## src/sv/rrc_pkg.sv

```systemverilog
// Package with shared constants for the rational reduce and compare core.
`timescale 1ns / 1ps

package rrc_pkg;

    localparam int PORT_W         = 32;
    localparam int DEN_W          = 31;
    localparam int VALUE_BITS_DEF = 32;

    localparam logic CMD_REDUCE  = 1'b0;
    localparam logic CMD_COMPARE = 1'b1;

endpackage

```

## src/sv/rrc_addsub.sv

```systemverilog
// Shared adder and subtractor used by the GCD, division and multiplication steps of the core.
`timescale 1ns / 1ps

module rrc_addsub #(
    parameter int WIDTH = rrc_pkg::VALUE_BITS_DEF
) (
    input  logic [WIDTH-1:0] op_a,
    input  logic [WIDTH-1:0] op_b,
    input  logic             sub,
    output logic [WIDTH-1:0] sum,
    output logic             carry
);

    logic [WIDTH-1:0] b_eff;
    logic [WIDTH:0]   ext;

    assign b_eff = sub ? ~op_b : op_b;
    assign ext   = {1'b0, op_a} + {1'b0, b_eff} + {{WIDTH{1'b0}}, sub};
    assign sum   = ext[WIDTH-1:0];
    assign carry = ext[WIDTH];

endmodule

```

## src/sv/rational_reduce_compare_core.sv

```systemverilog
// Top level of the rational reduce and compare core with its sequencer and registers.
//
//   Channel   Handshake             Ports
//   -------   -------------------   ---------------------------------------------
//   command   start high, busy low  cmd, num_a, den_a, num_b, den_b
//   result    done for one cycle    red_num, red_den, is_less, is_greater, is_equal
//
// A reduce with a zero part, or a compare decided by the signs alone, answers in the next cycle.
// Other compares run two shift-and-add multiplications, then compare the two products.
// Other reduces run a binary GCD on the shared subtractor (its length is data
// dependent), then two restoring divisions, one for each part of the fraction.
// Reset clears the sequencer and the result strobe; the receiver cannot stall results.
`timescale 1ns / 1ps

module rational_reduce_compare_core #(
    parameter int VALUE_BITS = rrc_pkg::VALUE_BITS_DEF
) (
    input  logic                        clk,
    input  logic                        rst_n,
    input  logic                        start,
    output logic                        busy,
    input  logic                        cmd,
    input  logic [rrc_pkg::PORT_W-1:0]  num_a,
    input  logic [rrc_pkg::PORT_W-1:0]  den_a,
    input  logic [rrc_pkg::PORT_W-1:0]  num_b,
    input  logic [rrc_pkg::PORT_W-1:0]  den_b,
    output logic                        done,
    output logic [rrc_pkg::PORT_W-1:0]  red_num,
    output logic [rrc_pkg::DEN_W-1:0]   red_den,
    output logic                        is_less,
    output logic                        is_greater,
    output logic                        is_equal
);

    localparam int W  = VALUE_BITS;
    localparam int CW = $clog2(VALUE_BITS);
    localparam logic [W-1:0]  MAXV = {1'b0, {(W-1){1'b1}}};
    localparam logic [CW-1:0] LAST = CW'(VALUE_BITS - 1);

    typedef enum logic [3:0] {
        S_IDLE,
        S_STRIP,
        S_GCD,
        S_DIVN,
        S_DIVD,
        S_FIN,
        S_MUL1,
        S_MUL2,
        S_CMP
    } state_t;

    state_t state_reg, state_next;

    logic [W-1:0]   x_reg, x_next, y_reg, y_next;
    logic [W-1:0]   rem_reg, rem_next, quo_reg, quo_next, div_reg, div_next;
    logic [W-1:0]   mna_reg, mna_next, mda_reg, mda_next, mnb_reg, mnb_next;
    logic [W-1:0]   qn_reg, qn_next;
    logic [2*W-1:0] p1_reg, p1_next;
    logic [CW-1:0]  cnt_reg, cnt_next, k_reg, k_next;
    logic           sign_reg, sign_next, neg_reg, neg_next, eq_reg, eq_next;
    logic           done_reg, done_next;
    logic [rrc_pkg::PORT_W-1:0] red_num_reg, red_num_next;
    logic [rrc_pkg::DEN_W-1:0]  red_den_reg, red_den_next;
    logic           lt_reg, lt_next, gt_reg, gt_next, eqo_reg, eqo_next;

    logic [W-1:0] na, da, nb, db;
    logic [W-1:0] mag_na, mag_da, mag_nb, mag_db;
    logic         a_zero, b_zero, a_neg, b_neg, a_pos, b_pos, raw_eq;

    logic [W-1:0]   op_a, op_b, sum;
    logic           sub, carry;
    logic [W-1:0]   shifted, nsat, dsat, nval;
    logic [2*W-1:0] p2;
    logic [rrc_pkg::PORT_W-1:0] num_ext;
    logic [rrc_pkg::DEN_W-1:0]  den_ext;

    assign na = num_a[W-1:0];
    assign da = den_a[W-1:0];
    assign nb = num_b[W-1:0];
    assign db = den_b[W-1:0];

    assign mag_na = na[W-1] ? (~na + 1'b1) : na;
    assign mag_da = da[W-1] ? (~da + 1'b1) : da;
    assign mag_nb = nb[W-1] ? (~nb + 1'b1) : nb;
    assign mag_db = db[W-1] ? (~db + 1'b1) : db;

    assign a_zero = (na == '0) || (da == '0);
    assign b_zero = (nb == '0) || (db == '0);
    assign a_neg  = !a_zero && (na[W-1] ^ da[W-1]);
    assign b_neg  = !b_zero && (nb[W-1] ^ db[W-1]);
    assign a_pos  = !a_zero && !a_neg;
    assign b_pos  = !b_zero && !b_neg;
    assign raw_eq = (na == nb) && (da == db);

    assign shifted = {rem_reg[W-2:0], quo_reg[W-1]};
    assign p2      = {rem_reg, quo_reg};

    rrc_addsub #(
        .WIDTH (W)
    ) u_addsub (
        .op_a  (op_a),
        .op_b  (op_b),
        .sub   (sub),
        .sum   (sum),
        .carry (carry)
    );

    always_comb
    begin
        op_a = '0;
        op_b = '0;
        sub  = 1'b0;
        unique case (state_reg)
            S_GCD:
            begin
                op_a = x_reg;
                op_b = y_reg;
                sub  = 1'b1;
            end
            S_DIVN, S_DIVD:
            begin
                op_a = shifted;
                op_b = div_reg;
                sub  = 1'b1;
            end
            S_MUL1, S_MUL2:
            begin
                op_a = rem_reg;
                op_b = quo_reg[0] ? div_reg : '0;
            end
            default:
            begin
                op_a = '0;
            end
        endcase
    end

    always_comb
    begin
        nsat = qn_reg[W-1] ? MAXV : qn_reg;
        dsat = quo_reg[W-1] ? MAXV : quo_reg;
        nval = sign_reg ? (~nsat + 1'b1) : nsat;
        num_ext = {rrc_pkg::PORT_W{nval[W-1]}};
        num_ext[W-1:0] = nval;
        den_ext = '0;
        den_ext[W-2:0] = dsat[W-2:0];
    end

    always_comb
    begin
        state_next   = state_reg;
        x_next       = x_reg;
        y_next       = y_reg;
        rem_next     = rem_reg;
        quo_next     = quo_reg;
        div_next     = div_reg;
        mna_next     = mna_reg;
        mda_next     = mda_reg;
        mnb_next     = mnb_reg;
        qn_next      = qn_reg;
        p1_next      = p1_reg;
        cnt_next     = cnt_reg;
        k_next       = k_reg;
        sign_next    = sign_reg;
        neg_next     = neg_reg;
        eq_next      = eq_reg;
        done_next    = 1'b0;
        red_num_next = red_num_reg;
        red_den_next = red_den_reg;
        lt_next      = lt_reg;
        gt_next      = gt_reg;
        eqo_next     = eqo_reg;

        unique case (state_reg)
            S_IDLE:
            begin
                if (start)
                begin
                    mna_next  = mag_na;
                    mda_next  = mag_da;
                    mnb_next  = mag_nb;
                    sign_next = na[W-1] ^ da[W-1];
                    neg_next  = a_neg;
                    eq_next   = raw_eq;
                    cnt_next  = '0;
                    k_next    = '0;
                    if (cmd == rrc_pkg::CMD_REDUCE)
                    begin
                        if (a_zero)
                        begin
                            done_next    = 1'b1;
                            red_num_next = '0;
                            red_den_next = '0;
                            lt_next      = 1'b0;
                            gt_next      = 1'b0;
                            eqo_next     = 1'b0;
                        end
                        else
                        begin
                            x_next     = mag_na;
                            y_next     = mag_da;
                            state_next = S_STRIP;
                        end
                    end
                    else
                    begin
                        if ((a_neg != b_neg) || (a_zero != b_zero) || (a_zero && b_zero))
                        begin
                            done_next    = 1'b1;
                            red_num_next = '0;
                            red_den_next = '0;
                            lt_next      = (a_neg && !b_neg) || (a_zero && b_pos);
                            gt_next      = (a_pos && !b_pos) || (a_zero && b_neg);
                            eqo_next     = raw_eq;
                        end
                        else
                        begin
                            rem_next   = '0;
                            quo_next   = mag_na;
                            div_next   = mag_db;
                            state_next = S_MUL1;
                        end
                    end
                end
            end
            S_STRIP:
            begin
                if (!x_reg[0] && !y_reg[0])
                begin
                    x_next = x_reg >> 1;
                    y_next = y_reg >> 1;
                    k_next = k_reg + 1'b1;
                end
                else
                begin
                    if (!y_reg[0])
                    begin
                        x_next = y_reg;
                        y_next = x_reg;
                    end
                    state_next = S_GCD;
                end
            end
            S_GCD:
            begin
                if (x_reg == '0)
                begin
                    div_next   = y_reg << k_reg;
                    rem_next   = '0;
                    quo_next   = mna_reg;
                    cnt_next   = '0;
                    state_next = S_DIVN;
                end
                else if (!x_reg[0])
                begin
                    x_next = x_reg >> 1;
                end
                else if (carry)
                begin
                    x_next = sum;
                end
                else
                begin
                    x_next = y_reg;
                    y_next = x_reg;
                end
            end
            S_DIVN, S_DIVD:
            begin
                rem_next = carry ? sum : shifted;
                quo_next = {quo_reg[W-2:0], carry};
                cnt_next = cnt_reg + 1'b1;
                if (cnt_reg == LAST)
                begin
                    cnt_next = '0;
                    if (state_reg == S_DIVN)
                    begin
                        qn_next    = {quo_reg[W-2:0], carry};
                        rem_next   = '0;
                        quo_next   = mda_reg;
                        state_next = S_DIVD;
                    end
                    else
                    begin
                        state_next = S_FIN;
                    end
                end
            end
            S_FIN:
            begin
                done_next    = 1'b1;
                red_num_next = num_ext;
                red_den_next = den_ext;
                lt_next      = 1'b0;
                gt_next      = 1'b0;
                eqo_next     = 1'b0;
                state_next   = S_IDLE;
            end
            S_MUL1, S_MUL2:
            begin
                rem_next = {carry, sum[W-1:1]};
                quo_next = {sum[0], quo_reg[W-1:1]};
                cnt_next = cnt_reg + 1'b1;
                if (cnt_reg == LAST)
                begin
                    cnt_next = '0;
                    if (state_reg == S_MUL1)
                    begin
                        p1_next    = {carry, sum, quo_reg[W-1:1]};
                        rem_next   = '0;
                        quo_next   = mnb_reg;
                        div_next   = mda_reg;
                        state_next = S_MUL2;
                    end
                    else
                    begin
                        state_next = S_CMP;
                    end
                end
            end
            S_CMP:
            begin
                done_next    = 1'b1;
                red_num_next = '0;
                red_den_next = '0;
                lt_next      = neg_reg ? (p1_reg > p2) : (p1_reg < p2);
                gt_next      = neg_reg ? (p1_reg < p2) : (p1_reg > p2);
                eqo_next     = eq_reg;
                state_next   = S_IDLE;
            end
            default:
            begin
                state_next = S_IDLE;
            end
        endcase
    end

    always_ff @(posedge clk or negedge rst_n)
    begin
        if (!rst_n)
        begin
            state_reg   <= S_IDLE;
            x_reg       <= '0;
            y_reg       <= '0;
            rem_reg     <= '0;
            quo_reg     <= '0;
            div_reg     <= '0;
            mna_reg     <= '0;
            mda_reg     <= '0;
            mnb_reg     <= '0;
            qn_reg      <= '0;
            p1_reg      <= '0;
            cnt_reg     <= '0;
            k_reg       <= '0;
            sign_reg    <= 1'b0;
            neg_reg     <= 1'b0;
            eq_reg      <= 1'b0;
            done_reg    <= 1'b0;
            red_num_reg <= '0;
            red_den_reg <= '0;
            lt_reg      <= 1'b0;
            gt_reg      <= 1'b0;
            eqo_reg     <= 1'b0;
        end
        else
        begin
            state_reg   <= state_next;
            x_reg       <= x_next;
            y_reg       <= y_next;
            rem_reg     <= rem_next;
            quo_reg     <= quo_next;
            div_reg     <= div_next;
            mna_reg     <= mna_next;
            mda_reg     <= mda_next;
            mnb_reg     <= mnb_next;
            qn_reg      <= qn_next;
            p1_reg      <= p1_next;
            cnt_reg     <= cnt_next;
            k_reg       <= k_next;
            sign_reg    <= sign_next;
            neg_reg     <= neg_next;
            eq_reg      <= eq_next;
            done_reg    <= done_next;
            red_num_reg <= red_num_next;
            red_den_reg <= red_den_next;
            lt_reg      <= lt_next;
            gt_reg      <= gt_next;
            eqo_reg     <= eqo_next;
        end
    end

    assign busy       = (state_reg != S_IDLE);
    assign done       = done_reg;
    assign red_num    = red_num_reg;
    assign red_den    = red_den_reg;
    assign is_less    = lt_reg;
    assign is_greater = gt_reg;
    assign is_equal   = eqo_reg;

endmodule

```

## config.mk

```make
export PLATFORM = sky130hd
export DESIGN_NAME = rational_reduce_compare_core
export DESIGN_NICKNAME = d
export VERILOG_FILES = /design/src/sv/rrc_pkg.sv /design/src/sv/rrc_addsub.sv /design/src/sv/rational_reduce_compare_core.sv
export SDC_FILE = /design/constraint.sdc
export NUM_CORES = 2
export LEC_CHECK = 0
export BUFFER_PORTS_ARGS = -buffer_cell sky130_fd_sc_hd__buf_2
export CAP_MARGIN = 20
export CORE_ASPECT_RATIO = 0.6
export CORE_UTILIZATION = 30
export DETAILED_ROUTE_END_ITERATION = 16
export REMOVE_ABC_BUFFERS = 1
export SETUP_SLACK_MARGIN = 0.4
export SYNTH_ARGS = -nofsm -noshare
export SYNTH_HDL_FRONTEND = slang
export SYNTH_SLANG_ARGS = --single-unit
```

## constraint.sdc

```tcl
create_clock -name clk -period 6.2 [get_ports clk]
set_input_delay 0.62 -clock clk [delete_from_list [all_inputs] [get_ports clk]]
set_output_delay 0.62 -clock clk [all_outputs]
set_load 0.02 [all_outputs]
```

; Word level (Yosys, flattened, before mapping)
; Cells that the tools add are included.
[word_totals]
ff_bits = 436
in_bits = 132
out_inout_bits = 68
word_cells = 232
[classes]
add_sub_neg = 9
magnitude_cmp = 2
n_eq_ne = 32
shifts = 1
n_mux = 103
bitwise_logic = 8
n_reduce_logical = 54
[op_table]
columns = op, count
row1 = $mux 32, 50
row2 = $pmux 32 s3, 6
row3 = $pmux 32 s4, 2
row4 = $mux 31, 6
row5 = $add 32x1->32 const B, 5
row6 = $logic_not 32->1, 5
row7 = $not 32->32, 5
row8 = $pmux 31 s3, 1
row9 = $eq 32x32->1, 2
row10 = $gt 64x64->1, 1
row11 = $lt 64x64->1, 1
row12 = $mux 4, 9
row13 = $add 32x32->33, 1
row14 = $add 33x1->33, 1
row15 = $not 31->32, 1
row16 = $shl 32x5->32, 1
row17 = $ne 2x2->1 const B, 14
row18 = $reduce_and 7->1, 3
row19 = $mux 5, 4
row20 = $pmux 4 s5, 1
row21 = $mux 1, 18
row22 = $eq 4x3->1 const B, 4
row23 = $ne 3x3->1 const B, 5
row24 = $pmux 5 s3, 1
row25 = other kinds (26), 62

; Depth between registers and ports, before layout
[depth]
word_depth = 13
ltp_mapped = 22
depth_no_buf = 16

; By module
; From an unflattened synthesis, not the netlist that was laid out.
[hier_totals]
cells_unflattened = 3332
hier_area_um2 = 29215.5
[modules_own_cells]
columns = mod, n_inst, cells_per_inst, area_each_um2, seq_area_each_um2
row1 = rational_reduce_compare_core, 1, 3037, 27107.2, 10910.5
row2 = rrc_addsub, 1, 295, 2108.3, 0.0

; Worst setup path before layout
; Ideal clock, no wire load.
[synth_path]
path_type = register -> register
from = reg state_reg[0]
to = reg y_reg[17]
setup_time_ns = 0.125
arrival_time_ns = 4.955
setup_slack_ns = 1.120
path_stages_with_launch = 20
synth_period_minus_slack_ns = 5.080
path_cell_list = dfrtp_1 buf_2 nor4b_1 clkbuf_1 clkbuf_1 clkbuf_1 buf_1 a222oi_1 inv_1 ha_1 clkbuf_1 a21oi_1 o22ai_1 o311ai_0 nand3_1 a211oi_1 o21ai_0 a21oi_2 buf_4 mux2_2
[synth_via]
elab_chain_cells = 9
[synth_rtl]
columns = item, line
row1 = from (decl), rational_reduce_compare_core.sv:52  ; state_t state_reg, state_next;
row2 = from (signal assigned), rational_reduce_compare_core.sv:367  ; state_reg <= state_next;
row3 = $eq 4x3->1 / $eq 4x2->1 (equally long branches), rational_reduce_compare_core.sv:113  ; unique case (state_reg)
row4 = $reduce_or 2->1, rational_reduce_compare_core.sv:113
row5 = $pmux 32 s3, rational_reduce_compare_core.sv:113
row6 = $not 32->32, rrc_addsub.sv:17  ; assign b_eff = sub ? ~op_b : op_b;
row7 = $mux 32, rrc_addsub.sv:17
row8 = $add 32x32->33, rrc_addsub.sv:18  ; assign ext = {1'b0, op_a} + {1'b0, b_eff} + {{WIDTH{1'b0}}, sub};
row9 = $add 33x1->33, rrc_addsub.sv:18
row10 = $ne 2x2->1 (no source line), n/a
row11 = $reduce_and 8->1 (no source line), n/a
row12 = to (signal assigned), rational_reduce_compare_core.sv:369  ; y_reg <= y_next;
row13 = to (decl), rational_reduce_compare_core.sv:54  ; logic [W-1:0] x_reg, x_next, y_reg, y_next;
; Parallel ways exist; a longest one is shown, timed or not.
; A chain may end at the register's enable or synchronous reset.

; Worst setup path in the final report
[layout_path]
from = reg state_reg[2]
to = reg x_reg[25]
[layout_via]
elab_chain_cells = 11
[layout_rtl]
columns = item, line
row1 = $eq 4x3->1 / $eq 4x2->1 (equally long branches), rational_reduce_compare_core.sv:113
row2 = $reduce_or 2->1, rational_reduce_compare_core.sv:113
row3 = $pmux 32 s3, rational_reduce_compare_core.sv:113
row4 = $not 32->32, rrc_addsub.sv:17
row5 = $mux 32, rrc_addsub.sv:17
row6 = $add 32x32->33, rrc_addsub.sv:18
row7 = $add 33x1->33, rrc_addsub.sv:18
row8 = $mux 32, rational_reduce_compare_core.sv:258  ; else if (carry)
row9 = $mux 32, rational_reduce_compare_core.sv:254  ; else if (!x_reg[0])
row10 = $mux 32, rational_reduce_compare_core.sv:246  ; if (x_reg == '0)
row11 = $pmux 32 s3, rational_reduce_compare_core.sv:174  ; unique case (state_reg)
row12 = to (signal assigned), rational_reduce_compare_core.sv:368  ; x_reg <= x_next;
row13 = to (decl), rational_reduce_compare_core.sv:54
; Parallel ways exist; a longest one is shown, timed or not. The select of a mux whose other input is x is not followed.

==> results.toml <==
[global_routing]
grt_usage_pct = 26.27
gr-total-overflow = 0
grt_antenna_before_repair = 18
grt_first_pass_wirelength_um = 195300
grt_max_degree = 123
grt_pass1_vias = 27114

[timing]
fin_skew_ps = 32.78
min_period_ps = 5471
max_freq_mhz = 182.8
hold_slack_ps = 59.53
rsz0062_at_grt = "no"
finalSetupViolCount = 0
worst_pin_slew_ps = 1244
hold_violations = 0
post-route-period-util_pct = 88.24
relSlewSlack_pct = 16.76
drv_slew = 0

[place]
post-dp-hpwl_um = 106900
placed_area_um2 = 32340
io_buffers = 199
gp_congestion = 1.120

[yosys]
synth_edf_count = 0
synth_top_area_share_pct = 36.74
ys_warn_count = 0
synth_fa_ha_area_share_pct = 4.492
ys_async_sr_fraction_pct = 100.0
synth_cells = 3575
synth_compound_area_share_pct = 25.49
synth-xor-area-share_pct = 6.696
ys_types = 85
synth_top_family_by_area = "compound AO/OA/AOI/OAI gates"
synth_area_leaders = "dfrtp_1 37%, nand2_1 8.2%, o21ai_0 7.7%"
syn_avg_cell_area_um2 = 8.306
synth_seq_cells = 436
synthMuxAreaShare_pct = 4.256
yosysSeqAreaShare_pct = 36.74
synth_ff_type = "dfrtp_1"
syn_area_um2 = 29690
synthSimpleGateAreaFrac_pct = 17.45
yosysTopAreaCell = "dfrtp_1"

[die]
core_um2 = 97110
design.die.area_um2 = 100300
boundaryPins = 200
die_h_um = 245.7
start_util_pct = 30.58
die_x_um = 408.2
core.rowCount = 88

[critical_path]
path_depth = 16
r2r_start = "state_reg[2]"
crit_buf_inv = 1
crit_end = "x_reg[25]"
slowest_delay_ps = 600
arrival_ps = 5990
worstSetupStartpoint = "state_reg[2]"
crit_type = "reg2reg"
crit_chain = "or3b_2, a21oi_4, a21oi_1, a21o_1, o21ai_0, inv_1, fa_1, nand2b_1, a21oi_1, o21ai_0, o31ai_2, a211oi_2, or2_4, or4_1, and3_1, o31ai_1"
critPathLaunchType = "flip-flop"
cpLargestDelayFamily = "compound AO/OA/AOI/OAI gates"
crit_path_end_kind = "flip-flop"
rrSetupSlack_ps = 730
crit_slowest_cell = "dfrtp_1"
rr_endpoint = "x_reg[25]"
reg2reg_depth = 16
cp_max_fo = 22
worstPathRequired_ps = 6720

[route]
drtPass1Iterations = 10
remaining_drc_errors = 0
vias_per_cell = 5.986
drtAntennaViolNets = 0
vias = 30061
drt_iter0_markers = 5195
wirelength_um = 135100
wl_per_cell_um = 26.89

[clocking]
cts_tree = "yes"
post_cts_buffers = 0
htree_levels = 2
clk_pin_slew_ps = 70
cts_made_buffers = 45
cts_sinks = 436
clkLatencyLatePin_ps = 630
cts-root-buf = "clkbuf_16"
clock_path_buffers = 3

[power]
peakVddDrop_uv = 331.6
power_density_nw_per_um2 = 589.1
p_total_mw = 19.94
p_leak_nw = 14.82

[layout]
largest_reg_flops = 64
fin_nets = 3910
final_cell_area_um2 = 33850
nFillCells = 10177
layout-area-overhead-vs-synth_pct = 14.00
drive_gt1_share_pct = 13.17

[worst_hold_path]
hp-class = "in2async"

[run]
max-cap-violations = 0

[status]
status = "complete, no violations"
[cell usage after synthesis, drive strengths merged (39+ instances only)]
cell    instances
a21o           51
inv           127
mux2i          43
xor2           69
o31ai          43
a221oi         53
a21oi         202
nand2         645
a222oi        105
o21ai         459
ha            105
nor2          245
dfrtp         436
nand4          42
buf            39
xnor2         158
clkbuf        212
[metrics by stage]
stage | worst slack, ps | util (%) | TNS [ps] | instances
6_report | 728.9 | 34.86 | 0 | 5022
5_1_grt | 435.1 | 34.85 | 0 | 5018
4_1_cts | 597.0 | 34.80 | 0 | 5007
3_5_place_dp | 654.9 | 33.31 | 0 | 4928
3_3_place_gp | 786.7 | 33.31 | 0 | 4928
2_1_floorplan | -5009 | - | -683320 | 3324
[kinds of logic after synthesis]
family                   after synthesis
AO/OA/AOI/OAI                       1155
XOR/XNOR                             227
adder cells (fa/ha/maj)              106
buffers and inverters                378
flip-flops                           436
multiplexers                          93
AND/OR/NAND/NOR                     1180
[repair_timing]
action,in CTS,in global routing
gates resized for setup,0,2
endpoints found under the setup margin,0,42
hold buffers,0,0
[layout make-up]
class	count	area [um2]	share of cell area (%)
Tap cell	1305	1633	4.824
Clock buffer	62	1281	3.785
Antenna cell	13	32.53	0.09610
Inverter	127	476.7	1.408
Multi-Input combinational cell	2761	17490	51.66
Sequential cell	436	10910	32.24
Clock inverter	17	171.4	0.5064
Timing Repair Buffer	301	1857	5.485
[power by group]
part	leakage [nW]	internal, mW	switching (mW)	total [mW]
Sequential	5.61	3.86	1.31	5.18
Combinational	8.48	3.96	7.95	11.9
Clock	0.720	1.54	1.31	2.85
[layer usage]
metal	up-vias	track usage (%)	part of all wire [%]
met5	-	0.9579	0.097
met2	1955	31.70	36
li1	13214	-	-
met3	147	12.83	17
met4	2	4.732	1.5
met1	14743	40.25	46
[layout by cell type, fill, tap and decap left out, drive strengths merged, types with 42 or more instances in the layout]
| cell | n |
|---|---|
| xor2 | 69 |
| dfrtp | 436 |
| a21o | 51 |
| o21ai | 459 |
| a222oi | 105 |
| a221oi | 53 |
| a21oi | 202 |
| buf | 300 |
| mux2i | 43 |
| inv | 128 |
| nand4 | 42 |
| ha | 105 |
| nor2 | 245 |
| nand2 | 645 |
| o31ai | 43 |
| clkbuf | 63 |
| xnor2 | 158 |
[worst min path at each step]
stage | from | end | slack (ps) | cells past startpoint
3_5_place_dp | red_den[12] | red_den[12] | 450 | 2
4_1_cts | rst_n | red_num[4] | 110 | 1
2_1_floorplan | rst_n | cnt_reg[0] | 320 | 0
6_report | rst_n | red_num[0] | 60 | 1
3_3_place_gp | red_den[8] | red_den[8] | 450 | 2
5_1_grt | rst_n | red_num[1] | 140 | 1
(Power assumes the default switching activity.)
